<file path="src/design/svbsd_pkg.sv">
// ----------------------------------------------------------------------------
// Servo bus status deframer package
// Field widths, protocol constants, result codes and the result record.
// ----------------------------------------------------------------------------
package svbsd_pkg;

	localparam int BYTE_W   = 8;
	localparam int STATUS_W = 2;
	localparam int FIELDS_W = 4 * BYTE_W + STATUS_W;
	localparam int TDATA_W  = ((FIELDS_W + 7) / 8) * 8;
	localparam int PAD_W    = TDATA_W - FIELDS_W;

	localparam logic [BYTE_W-1:0] HDR_BYTE     = 8'hFF;
	localparam logic [BYTE_W-1:0] LEN_OVERHEAD = 8'd2;

	typedef enum logic [STATUS_W-1:0] {
		ST_OK       = 2'd0,
		ST_CHECKSUM = 2'd1,
		ST_ID       = 2'd2,
		ST_SHORT    = 2'd3
	} pkt_status_t;

	typedef enum logic {
		KIND_PARAM  = 1'b0,
		KIND_STATUS = 1'b1
	} res_kind_t;

	// tdata fields, lowest bits last
	typedef struct packed {
		logic [BYTE_W-1:0] param_count;
		logic [BYTE_W-1:0] servo_error_bits;
		pkt_status_t       packet_status;
		logic [BYTE_W-1:0] param_value;
		logic [BYTE_W-1:0] param_index;
	} res_fields_t;

	typedef struct packed {
		res_kind_t   result_kind;
		res_fields_t fields;
	} res_t;

	// input stage to parser
	typedef struct packed {
		logic              valid;
		logic [BYTE_W-1:0] rx_byte;
	} in_req_t;

endpackage

</file>
<file path="src/design/svbsd_in_stage.sv">
// ----------------------------------------------------------------------------
// Servo bus status deframer input stage
// Registers one received byte request ahead of the parser.
// ----------------------------------------------------------------------------
module svbsd_in_stage (
	input  logic                       clk,
	input  logic                       arst_n,
	input  logic                       s_axis_tvalid,
	output logic                       s_axis_tready,
	input  logic [svbsd_pkg::BYTE_W-1:0] s_axis_tdata,
	input  logic                       pipe_ready,
	output svbsd_pkg::in_req_t         req
);
	import svbsd_pkg::*;

	logic              valid_s1;
	logic [BYTE_W-1:0] rx_byte_s1;

	assign s_axis_tready = !valid_s1 || pipe_ready;

	always_ff @(posedge clk or negedge arst_n) begin
		if (!arst_n) begin
			valid_s1 <= 1'b0;
		end else if (s_axis_tready) begin
			valid_s1 <= s_axis_tvalid;
		end
	end

	always_ff @(posedge clk) begin
		if (s_axis_tvalid && s_axis_tready) begin
			rx_byte_s1 <= s_axis_tdata;
		end
	end

	assign req.valid   = valid_s1;
	assign req.rx_byte = rx_byte_s1;

endmodule

</file>
<file path="src/design/svbsd_parser.sv">
// ----------------------------------------------------------------------------
// Servo bus status deframer parser
// Packet state machine, running checksum and result formation per byte.
// ----------------------------------------------------------------------------
module svbsd_parser (
	input  logic                         clk,
	input  logic                         arst_n,
	input  logic                         cfg_wr_en,
	input  logic [svbsd_pkg::BYTE_W-1:0] cfg_wr_data,
	input  svbsd_pkg::in_req_t           req,
	input  logic                         pipe_ready,
	output logic                         res_valid,
	output svbsd_pkg::res_t              res
);
	import svbsd_pkg::*;

	typedef enum logic [6:0] {
		PH_HUNT1 = 7'b0000001,
		PH_HUNT2 = 7'b0000010,
		PH_ID    = 7'b0000100,
		PH_LEN   = 7'b0001000,
		PH_ERR   = 7'b0010000,
		PH_PARAM = 7'b0100000,
		PH_CHK   = 7'b1000000
	} phase_t;

	phase_t            phase_q, phase_d;
	logic [BYTE_W-1:0] exp_id_q;
	logic [BYTE_W-1:0] len_q, len_d;
	logic [BYTE_W-1:0] err_q, err_d;
	logic [BYTE_W-1:0] sum_q, sum_d;
	logic [BYTE_W-1:0] seen_q, seen_d;
	logic              idm_q, idm_d;
	logic [BYTE_W-1:0] nparams;
	logic [BYTE_W-1:0] seen_inc;
	logic [BYTE_W-1:0] b;
	logic              step;
	logic              emit;

	assign b    = req.rx_byte;
	assign step = req.valid && pipe_ready;

	always_comb begin
		phase_d  = phase_q;
		len_d    = len_q;
		err_d    = err_q;
		sum_d    = sum_q;
		seen_d   = seen_q;
		idm_d    = idm_q;
		emit     = 1'b0;
		nparams  = len_q - LEN_OVERHEAD;
		seen_inc = seen_q + 8'd1;
		res                         = '0;
		res.result_kind             = KIND_PARAM;
		res.fields.packet_status    = ST_OK;
		res.fields.servo_error_bits = err_q;
		unique case (phase_q)
			PH_HUNT1: begin
				phase_d = (b == HDR_BYTE) ? PH_HUNT2 : PH_HUNT1;
			end
			PH_HUNT2: begin
				phase_d = (b == HDR_BYTE) ? PH_ID : PH_HUNT1;
			end
			PH_ID: begin
				idm_d   = (b == exp_id_q);
				sum_d   = b;
				phase_d = PH_LEN;
			end
			PH_LEN: begin
				len_d   = b;
				sum_d   = sum_q + b;
				phase_d = PH_ERR;
			end
			PH_ERR: begin
				err_d  = b;
				sum_d  = sum_q + b;
				seen_d = '0;
				res.fields.servo_error_bits = b;
				priority if (!idm_q) begin
					phase_d                  = PH_HUNT1;
					emit                     = 1'b1;
					res.result_kind          = KIND_STATUS;
					res.fields.packet_status = ST_ID;
				end else if (len_q < LEN_OVERHEAD) begin
					phase_d                  = PH_HUNT1;
					emit                     = 1'b1;
					res.result_kind          = KIND_STATUS;
					res.fields.packet_status = ST_SHORT;
				end else if (len_q == LEN_OVERHEAD) begin
					phase_d = PH_CHK;
				end else begin
					phase_d = PH_PARAM;
				end
			end
			PH_PARAM: begin
				emit                   = 1'b1;
				res.fields.param_index = seen_q;
				res.fields.param_value = b;
				sum_d                  = sum_q + b;
				seen_d                 = seen_inc;
				if (seen_inc >= nparams) begin
					phase_d = PH_CHK;
				end
			end
			PH_CHK: begin
				phase_d                  = PH_HUNT1;
				emit                     = 1'b1;
				res.result_kind          = KIND_STATUS;
				res.fields.packet_status = (b == ~sum_q) ? ST_OK : ST_CHECKSUM;
				res.fields.param_count   = nparams;
			end
			default: begin
				phase_d = (b == HDR_BYTE) ? PH_HUNT2 : PH_HUNT1;
			end
		endcase
	end

	assign res_valid = step && emit;

	always_ff @(posedge clk or negedge arst_n) begin
		if (!arst_n) begin
			phase_q  <= PH_HUNT1;
			exp_id_q <= '0;
			len_q    <= '0;
			err_q    <= '0;
			sum_q    <= '0;
			seen_q   <= '0;
			idm_q    <= 1'b0;
		end else begin
			if (cfg_wr_en) begin
				exp_id_q <= cfg_wr_data;
			end
			if (step) begin
				phase_q <= phase_d;
				len_q   <= len_d;
				err_q   <= err_d;
				sum_q   <= sum_d;
				seen_q  <= seen_d;
				idm_q   <= idm_d;
			end
		end
	end

endmodule

</file>
<file path="src/design/svbsd_out_stage.sv">
// ----------------------------------------------------------------------------
// Servo bus status deframer output stage
// Result register driving the master stream channel.
// ----------------------------------------------------------------------------
module svbsd_out_stage (
	input  logic                          clk,
	input  logic                          arst_n,
	input  logic                          res_valid,
	input  svbsd_pkg::res_t               res,
	output logic                          pipe_ready,
	output logic                          m_axis_tvalid,
	input  logic                          m_axis_tready,
	output logic [svbsd_pkg::TDATA_W-1:0] m_axis_tdata,
	output logic                          m_axis_tuser
);
	import svbsd_pkg::*;

	logic valid_q;
	res_t res_q;

	assign pipe_ready = !valid_q || m_axis_tready;

	always_ff @(posedge clk or negedge arst_n) begin
		if (!arst_n) begin
			valid_q <= 1'b0;
		end else if (pipe_ready) begin
			valid_q <= res_valid;
		end
	end

	always_ff @(posedge clk) begin
		if (pipe_ready && res_valid) begin
			res_q <= res;
		end
	end

	assign m_axis_tvalid = valid_q;
	assign m_axis_tdata  = {{PAD_W{1'b0}}, res_q.fields};
	assign m_axis_tuser  = res_q.result_kind;

endmodule

</file>
<file path="src/design/servo_bus_status_deframer.sv">
// ----------------------------------------------------------------------------
// Servo bus status deframer
// Parses servo status packets from received bus bytes into parameter and
// status results.
//
//   channel   dir  handshake              payload
//   s_axis    in   tvalid/tready          tdata[7:0] rx_byte
//   m_axis    out  tvalid/tready          tuser result_kind, tdata fields
//   cfg       in   cfg_wr_en              cfg_wr_data expected_servo_id
//
// One byte per cycle sustained while the result is not stalled; a request
// passes through the input register and the result register around the parser.
// Reset clears the parser to header hunt and both stages to empty.
// A stalled result holds the parser and input register; a new byte is
// still taken while the result register drains.
// ----------------------------------------------------------------------------
module servo_bus_status_deframer (
	input  logic                          clk,
	input  logic                          arst_n,
	input  logic                          cfg_wr_en,
	input  logic [svbsd_pkg::BYTE_W-1:0]  cfg_wr_data,
	input  logic                          s_axis_tvalid,
	output logic                          s_axis_tready,
	input  logic [svbsd_pkg::BYTE_W-1:0]  s_axis_tdata,  // [7:0] rx_byte
	output logic                          m_axis_tvalid,
	input  logic                          m_axis_tready,
	// [7:0] param_index, [15:8] param_value, [17:16] packet_status,
	// [25:18] servo_error_bits, [33:26] param_count, [39:34] zero
	output logic [svbsd_pkg::TDATA_W-1:0] m_axis_tdata,
	output logic                          m_axis_tuser   // [0] result_kind
);
	import svbsd_pkg::*;

	in_req_t req;
	res_t    res;
	logic    res_valid;
	logic    pipe_ready;

	svbsd_in_stage u_in_stage (
		.clk           (clk),
		.arst_n        (arst_n),
		.s_axis_tvalid (s_axis_tvalid),
		.s_axis_tready (s_axis_tready),
		.s_axis_tdata  (s_axis_tdata),
		.pipe_ready    (pipe_ready),
		.req           (req)
	);

	svbsd_parser u_parser (
		.clk         (clk),
		.arst_n      (arst_n),
		.cfg_wr_en   (cfg_wr_en),
		.cfg_wr_data (cfg_wr_data),
		.req         (req),
		.pipe_ready  (pipe_ready),
		.res_valid   (res_valid),
		.res         (res)
	);

	svbsd_out_stage u_out_stage (
		.clk           (clk),
		.arst_n        (arst_n),
		.res_valid     (res_valid),
		.res           (res),
		.pipe_ready    (pipe_ready),
		.m_axis_tvalid (m_axis_tvalid),
		.m_axis_tready (m_axis_tready),
		.m_axis_tdata  (m_axis_tdata),
		.m_axis_tuser  (m_axis_tuser)
	);

endmodule

</file>
<file path="config.mk">
export PLATFORM = sky130hd
export DESIGN_NAME = servo_bus_status_deframer
export DESIGN_NICKNAME = d
export VERILOG_FILES = /design/src/design/svbsd_pkg.sv /design/src/design/svbsd_in_stage.sv /design/src/design/svbsd_parser.sv /design/src/design/svbsd_out_stage.sv /design/src/design/servo_bus_status_deframer.sv
export SDC_FILE = /design/constraint.sdc
export NUM_CORES = 1
export LEC_CHECK = 0
export BUFFER_PORTS_ARGS = -buffer_cell sky130_fd_sc_hd__buf_2
export CAP_MARGIN = 20
export CORE_MARGIN = 2
export CORE_UTILIZATION = 52
export CTS_BUF_LIST = sky130_fd_sc_hd__clkbuf_16
export CTS_CLUSTER_DIAMETER = 40
export DETAILED_ROUTE_END_ITERATION = 7
export HOLD_SLACK_MARGIN = 0.02
export PLACE_DENSITY = 0.85
export SYNTH_ARGS = -nofsm -noshare
export SYNTH_HDL_FRONTEND = slang
export SYNTH_HIERARCHICAL = 1
export SYNTH_SLANG_ARGS = --single-unit
</file>
<file path="constraint.sdc">
create_clock -name clk -period 2.45 [get_ports clk]
set_input_delay 0.1225 -clock clk [delete_from_list [all_inputs] [get_ports clk]]
set_output_delay 0.1225 -clock clk [all_outputs]
set_load 0.05 [all_outputs]
</file>
==> impl_metrics.tcl, run 1 <==
set metrics [dict create \
    htree_levels 3 \
    period_share 1.01 \
    async_flop_share 0.538 \
    reg2reg_from "u_parser/len_q[5]$_DFFE_PN0P_" \
    clkLatencyLatePin_ns 0.34 \
    synth_xor_area_frac 0.0438 \
    reg2reg_to "u_parser/phase_q[2]$_DFFE_PN0P_" \
    arrival_ns 2.70 \
    routed-via-count 3468 \
    grt_antenna_before_repair 0 \
    avgSynthCellArea_um2 11.8 \
    first_pass_iters 5 \
    yosys.area.top_type_share 0.281 \
    drc 0 \
    ioPinCount 64 \
    status "complete, but fails checks" \
    synthFlopType "dfrtp_1" \
    hold_end "u_parser/exp_id_q[1]$_DFFE_PN0P_" \
    start_util 0.532 \
    worstPathRequired_ns 2.67 \
    fmax_mhz 404 \
    finish.utilization 0.676 \
    synth_top_area_cell "edfxtp_1" \
    die_area_mm2 0.00961 \
    fin_worst_skew_ns 0.00487 \
    drive_gt1_frac 0.338 \
    worstMarginPinSlew_ns 0.650 \
    fin_ws_ns -0.0269 \
    gr-total-overflow 0 \
    netlist_instances 390 \
    fin_crit_ns 2.48 \
    nets 535 \
    wire_per_inst_um 18.2 \
    clk_path_buf_depth 2 \
    synth_common_cells "49 x dfrtp_1, 48 x nand2_1, 43 x edfxtp_1, 33 x nor2_1, 22 x mux2_2" \
    ys_top_cells_by_area "edfxtp_1 28%, dfrtp_1 27%, mux2_2 5.4%, ha_1 4.9%, nand2_1 3.9%" \
    synth_most_common_cell "dfrtp_1" \
    ant_nets 0 \
    fillerInstances 589 \
    viasPerCell 5.70 \
    globalplace.congestion 0.895 \
    num_rows 34 \
    port_buffers 57 \
    synth-adder-area-share 0.0534 \
    cp_max_fo 7 \
    die_w_um 98.0 \
    crit_type "reg2reg" \
    synth_cell_types 57 \
    synth_edf_count 43 \
    grt_pass1_wl_um 16600 \
    worstHoldStart "cfg_wr_data[1]" \
    drt_iter0_drc 191 \
    ff2ff_path_depth 7 \
    synth_top_family_by_area "simple AND/OR/NAND/NOR gates" \
    cts_root_buffer "clkbuf_16" \
    yosys.area_share.simple 0.170 \
    start_kind "flip-flop" \
    antenna_cells 0 \
    syn_area_mm2 0.00460 \
    placed_area_mm2 0.00512 \
    hp-class "in2reg" \
    post-route-cell-area_mm2 0.00584 \
    ir_drop_mv 0.442 \
    muxShareOfSynthArea 0.0670 \
    ff2ff_setup_slack_ns -0.03 \
    setup_viol 2 \
    cts.sinks 93 \
    cts_buffers 9 \
    hold_depth 2 \
    clkSlewWorstSetupHoldPaths_ns 0.07 \
    grtUsageTotal 0.221 \
    cts_tree "built" \
    dp_hpwl_um 6800 \
    synth-compound-area-share 0.0811 \
    power_leakage_nw 2.67 \
    max-cap-violations 0 \
    finalHoldViolCount 0 \
    grt_max_degree 51 \
    core_mm2 0.00864 \
    area_growth_pct 27.0 \
    grt_setup_unrepaired "yes" \
    ys_warn_count 6 \
    p_per_area_mw_per_mm2 801 \
    violations "negative setup slack" \
    timing.slew.headroom 0.567 \
    slew_viol_final 0 \
    grt_pass1_vias 3395 \
    yosysSeqAreaShare 0.553 \
    routed_wl_um 11000 \
    ys_seq_elements 93 \
    worstSetupEndpointType "flip-flop" \
    dieHeight_um 98.0 \
]
registers in the layout, summed over array words and instances, names as in the netlist, 7 cells and up:
| signal | cells |
|---|---|
| u_out_stage/m_axis_tdata | 34 |
| u_in_stage/rx_byte_s1 | 8 |
| u_parser/err_q | 8 |
| u_parser/exp_id_q | 8 |
| u_parser/len_q | 8 |
| u_parser/seen_q | 8 |
| u_parser/sum_q | 8 |
| u_parser/phase_q | 7 |
power breakdown:
| part | internal (mW) | switching (mW) |
|---|---|---|
| clock | 0.820 | 0.637 |
| sequential | 1.84 | 0.128 |
| combinational | 0.500 | 0.749 |
| total | 3.16 | 1.51 |
placed cells by master, fill, tap and decap left out, types with 5 or more instances in the layout:
master,n
a21oi_1,11
a32o_1,8
and2_1,16
buf_2,57
buf_4,31
clkbuf_16,9
conb_1,6
dfrtp_1,48
dlygate4sd3_1,17
edfxtp_1,43
ha_1,15
inv_1,7
mux2_2,22
nand2_1,46
nand3_1,10
nand4_1,8
nor2_1,28
nor2_2,5
o21ai_0,6
xnor2_1,14
stage by stage:
| step | total power [mW] | instances | hold slack [ns] | setup slack, ns | setup TNS (ns) |
|---|---|---|---|---|---|
| 6_report | 4.67 | 608 | 0.0354 | -0.0269 | -0.0431 |
| 5_1_grt | 4.88 | 608 | 0.0262 | -0.104 | -0.751 |
| 4_1_cts | 4.65 | 602 | 0.0216 | -0.00492 | -0.00492 |
| 3_5_place_dp | 3.17 | 565 | 0.275 | -0.106 | -0.318 |
| 3_3_place_gp | 3.12 | 565 | 0.263 | 0.00924 | 0 |
| 2_1_floorplan | 2.88 | 395 | -0.173 | 0.0144 | 0 |
metal layers:
layer	part of all wire	global-route usage
met1	0.40	0.283
met2	0.50	0.368
met3	0.072	0.0458
met4	0.029	0.0919
met5	0	0
layout make-up:
class | count | area [um^2] | share of cell area
clock inverters | 7 | 90.1 | 0.0154
repair buffers | 106 | 699 | 0.120
flip-flops and latches | 93 | 2540 | 0.436
well taps | 108 | 135 | 0.0232
inverters | 9 | 33.8 | 0.00579
clock buffers | 9 | 225 | 0.0386
multi-input cells | 276 | 2110 | 0.361
timing repair:
| action | in CTS | in global routing |
|---|---|---|
| pin swaps | 2 | 5 |
| hold endpoints to repair | 65 | 0 |
| setup buffers | 4 | 4 |
| resized for setup | 10 | 21 |
| setup endpoints to repair | 6 | 41 |
| hold buffers | 17 | 0 |
| gates cloned | 0 | 2 |
cell families (layout without fill, tap and decap cells):
group | after synthesis | after routing
flip-flops | 93 | 93
XOR/XNOR | 23 | 23
multiplexers | 27 | 27
AND/OR/NAND/NOR | 148 | 150
other | 1 | 6
adder cells (fa/ha/maj) | 19 | 19
buffers and inverters | 28 | 131
AO/OA/AOI/OAI | 51 | 51
how the worst max path moves through the flow:
stage	from	to	slack [ns]
floorplan	u_parser/len_q[1]$_DFFE_PN0P_	u_parser/phase_q[3]$_DFFE_PN0P_	0.01
detailed placement	u_parser/len_q[1]$_DFFE_PN0P_	u_parser/phase_q[2]$_DFFE_PN0P_	-0.11
global placement	u_parser/len_q[1]$_DFFE_PN0P_	u_parser/phase_q[2]$_DFFE_PN0P_	0.009
global route	u_parser/seen_q[1]$_DFFE_PN0P_	u_parser/phase_q[2]$_DFFE_PN0P_	-0.10
finish	u_parser/len_q[5]$_DFFE_PN0P_	u_parser/phase_q[2]$_DFFE_PN0P_	-0.03
CTS	u_parser/len_q[5]$_DFFE_PN0P_	u_parser/phase_q[2]$_DFFE_PN0P_	-0.005
worst max-delay path: stages (launching register included):
cell and delay, ns:
dfrtp_1 0.46, nor2_2 0.22, nor4bb_4 0.31, xnor2_2 0.19
ha_4 0.26, a2111oi_4 0.42, o2bb2ai_4 0.16, mux2_4 0.32
Note: power is estimated with default switching activity, not from simulation.
==> run 2: changes to the inputs <==
Settings changed: ABC_AREA from default to 1.
==> impl_metrics.tcl, run 2 <==
set metrics [dict create \
    status "complete, no violations" \
    grtUsageTotal 0.233 \
    area_growth_pct 20.6 \
    grt_pass1_vias 3943 \
    clk_path_buf_depth 2 \
    die_w_um 100 \
    grt_max_degree 32 \
    multi_input_comb_area_mm2 0.00191 \
    arrival_ns 2.62 \
    fillerInstances 700 \
    synthFlopType "dfrtp_1" \
    ys_top_cells_by_area "edfxtp_1 27%, dfrtp_1 26%, nand2_1 11%, inv_1 5.8%, ha_1 4.7%" \
    period_share 0.960 \
    synth_cell_types 41 \
    fmax_mhz 425 \
    fin_crit_ns 2.35 \
    port_buffers 57 \
    fin_setup_tns_ns 0 \
    ys_seq_elements 93 \
    cts_buffers 9 \
    startpoint "u_parser/seen_q[0]$_DFFE_PN0P_" \
    grt_pass1_wl_um 18000 \
    routed_wl_um 11200 \
    viasPerCell 5.41 \
    globalplace.congestion 0.947 \
    timing.slew.headroom 0.507 \
    synth_edf_count 43 \
    drc 0 \
    synth_most_common_cell "nand2_1" \
    die_area_mm2 0.0100 \
    register_area_mm2 0.00254 \
    antenna_cells 0 \
    max-cap-violations 0 \
    clkSlewWorstSetupHoldPaths_ns 0.07 \
    syn_area_mm2 0.00479 \
    worstHoldStart "cfg_wr_data[3]" \
    yosysSeqAreaShare 0.531 \
    dp_hpwl_um 7780 \
    finalHoldViolCount 0 \
    fin_worst_skew_ns 0.00683 \
    cp_slowest_stage_delay_ns 0.41 \
    crit_slowest_cell "dfrtp_1" \
    async_flop_share 0.538 \
    setup_viol 0 \
    cts.sinks 93 \
    cts_root_buffer "clkbuf_16" \
    avgSynthCellArea_um2 9.01 \
    cpMostUsedCell "nand2_1" \
    nets 663 \
    p_per_area_mw_per_mm2 658 \
    gr-total-overflow 0 \
    hold_depth 2 \
    drt_iter0_drc 304 \
    worstPathRequired_ns 2.72 \
    clkLatencyLatePin_ns 0.34 \
    crit_type "reg2reg" \
    crit_buf_inv 3 \
    crit_chain "ha_1 > nand2_1 > inv_1 > nand4_1 > xor2_1 > inv_1 > ha_1 > nand2_1 > o21bai_1 > nand2_2 > nor2_8 > nand2_8 > nand2_8 > inv_4 > nand2_1 > nand2_1" \
    start_util 0.526 \
    cts_tree "built" \
    ioPinCount 64 \
    first_pass_iters 5 \
    finish.utilization 0.634 \
    synth_common_cells "142 x nand2_1, 74 x inv_1, 49 x dfrtp_1, 49 x nor2_1, 43 x edfxtp_1" \
    synth_top_area_cell "edfxtp_1" \
    grt_antenna_before_repair 0 \
    core_mm2 0.00911 \
    dieHeight_um 100 \
    layout_commonest_cell "nand2_1" \
    hp-class "in2reg" \
    ys_warn_count 6 \
    routed-via-count 3999 \
    htree_levels 3 \
    reg2reg_from "u_parser/seen_q[0]$_DFFE_PN0P_" \
    worstSetupEndpointType "flip-flop" \
    cp_max_fo 10 \
    num_rows 35 \
    final_cell_mix "141 x nand2_1, 74 x inv_1, 57 x buf_2" \
    ant_nets 0 \
    crit_family "simple AND/OR/NAND/NOR gates" \
    ff2ff_path_depth 16 \
    start_kind "flip-flop" \
    wire_per_inst_um 15.2 \
    worstMarginPinSlew_ns 0.739 \
    yosys.area.top_type_share 0.269 \
    ir_drop_mv 0.365 \
    drive_gt1_frac 0.186 \
    hold_ws_ns 0.0207 \
    netlist_instances 532 \
    cp.depth 16 \
    slew_viol_final 0 \
    power_leakage_nw 2.87 \
    largest_reg_flops 34 \
]
-- run 2: changes by cell type after synthesis, sizes merged, moves of 18 or more --
cell	delta
nor2	+23
mux2	-20
nand2	+98
o21ai	+32
and2	-18
inv	+68
-- run 2: stage by stage --
step                      setup slack [ns]  total power, mW  cells  cell area, um^2
after CTS                           0.0823             3.78    736             5730
after detailed placement             0.103             2.37    703             5260
after global routing               -0.0535             3.96    739             5780
after floorplan                      0.273             2.22    537             4820
final                               0.0985             3.80    739             5780
after global placement               0.212             2.33    703             5260
-- run 2: cell type report --
cell class,count,area share
Tap cell,111,0.0240
Clock buffer,9,0.0390
Multi-Input combinational cell,351,0.331
Inverter,79,0.0526
Sequential cell,93,0.440
Clock inverter,7,0.0123
Timing Repair Buffer,89,0.100
-- run 2: logic make-up after synthesis --
family                   share of synthesized area
multiplexers                               0.00940
buffers and inverters                       0.0825
adder cells (fa/ha/maj)                     0.0512
flip-flops                                   0.531
AO/OA/AOI/OAI                               0.0689
XOR/XNOR                                    0.0311
other                                     0.000782
AND/OR/NAND/NOR                              0.226
-- run 2: where the power goes --
group | total [mW] | switching, mW | internal (mW)
logic | 0.628 | 0.387 | 0.241
clock network | 1.40 | 0.602 | 0.795
registers | 1.78 | 0.0585 | 1.72
total | 3.80 | 1.05 | 2.76
-- run 2: timing repair --
item                                   in CTS  in global routing
endpoints found under the hold margin      41                  0
setup endpoints to repair                   0                 14
hold buffers                               17                  0
buffers inserted                            0                  3
gates resized for setup                     0                  7
-- run 2: per-layer routing --
| layer | GRT usage | wire [um] | share of wire |
|---|---|---|---|
| met1 | 0.269 | 4400 | 0.39 |
| met2 | 0.410 | 5650 | 0.50 |
| met3 | 0.0474 | 771 | 0.069 |
| met4 | 0.124 | 423 | 0.038 |
| met5 | 0 | 0 | 0 |
-- run 2: final timing paths --
check	end	slack [ns]
setup / recovery	u_parser/phase_q[0]$_DFFE_PN1P_	0.1
hold / removal	u_parser/exp_id_q[3]$_DFFE_PN0P_	0.02
setup reg to reg	u_parser/phase_q[0]$_DFFE_PN1P_	0.1
hold reg to reg	u_parser/sum_q[5]$_DFFE_PN0P_	0.48
max in group asynchronous	u_parser/phase_q[0]$_DFFE_PN1P_	1.42
min in group asynchronous	u_parser/seen_q[4]$_DFFE_PN0P_	0.32
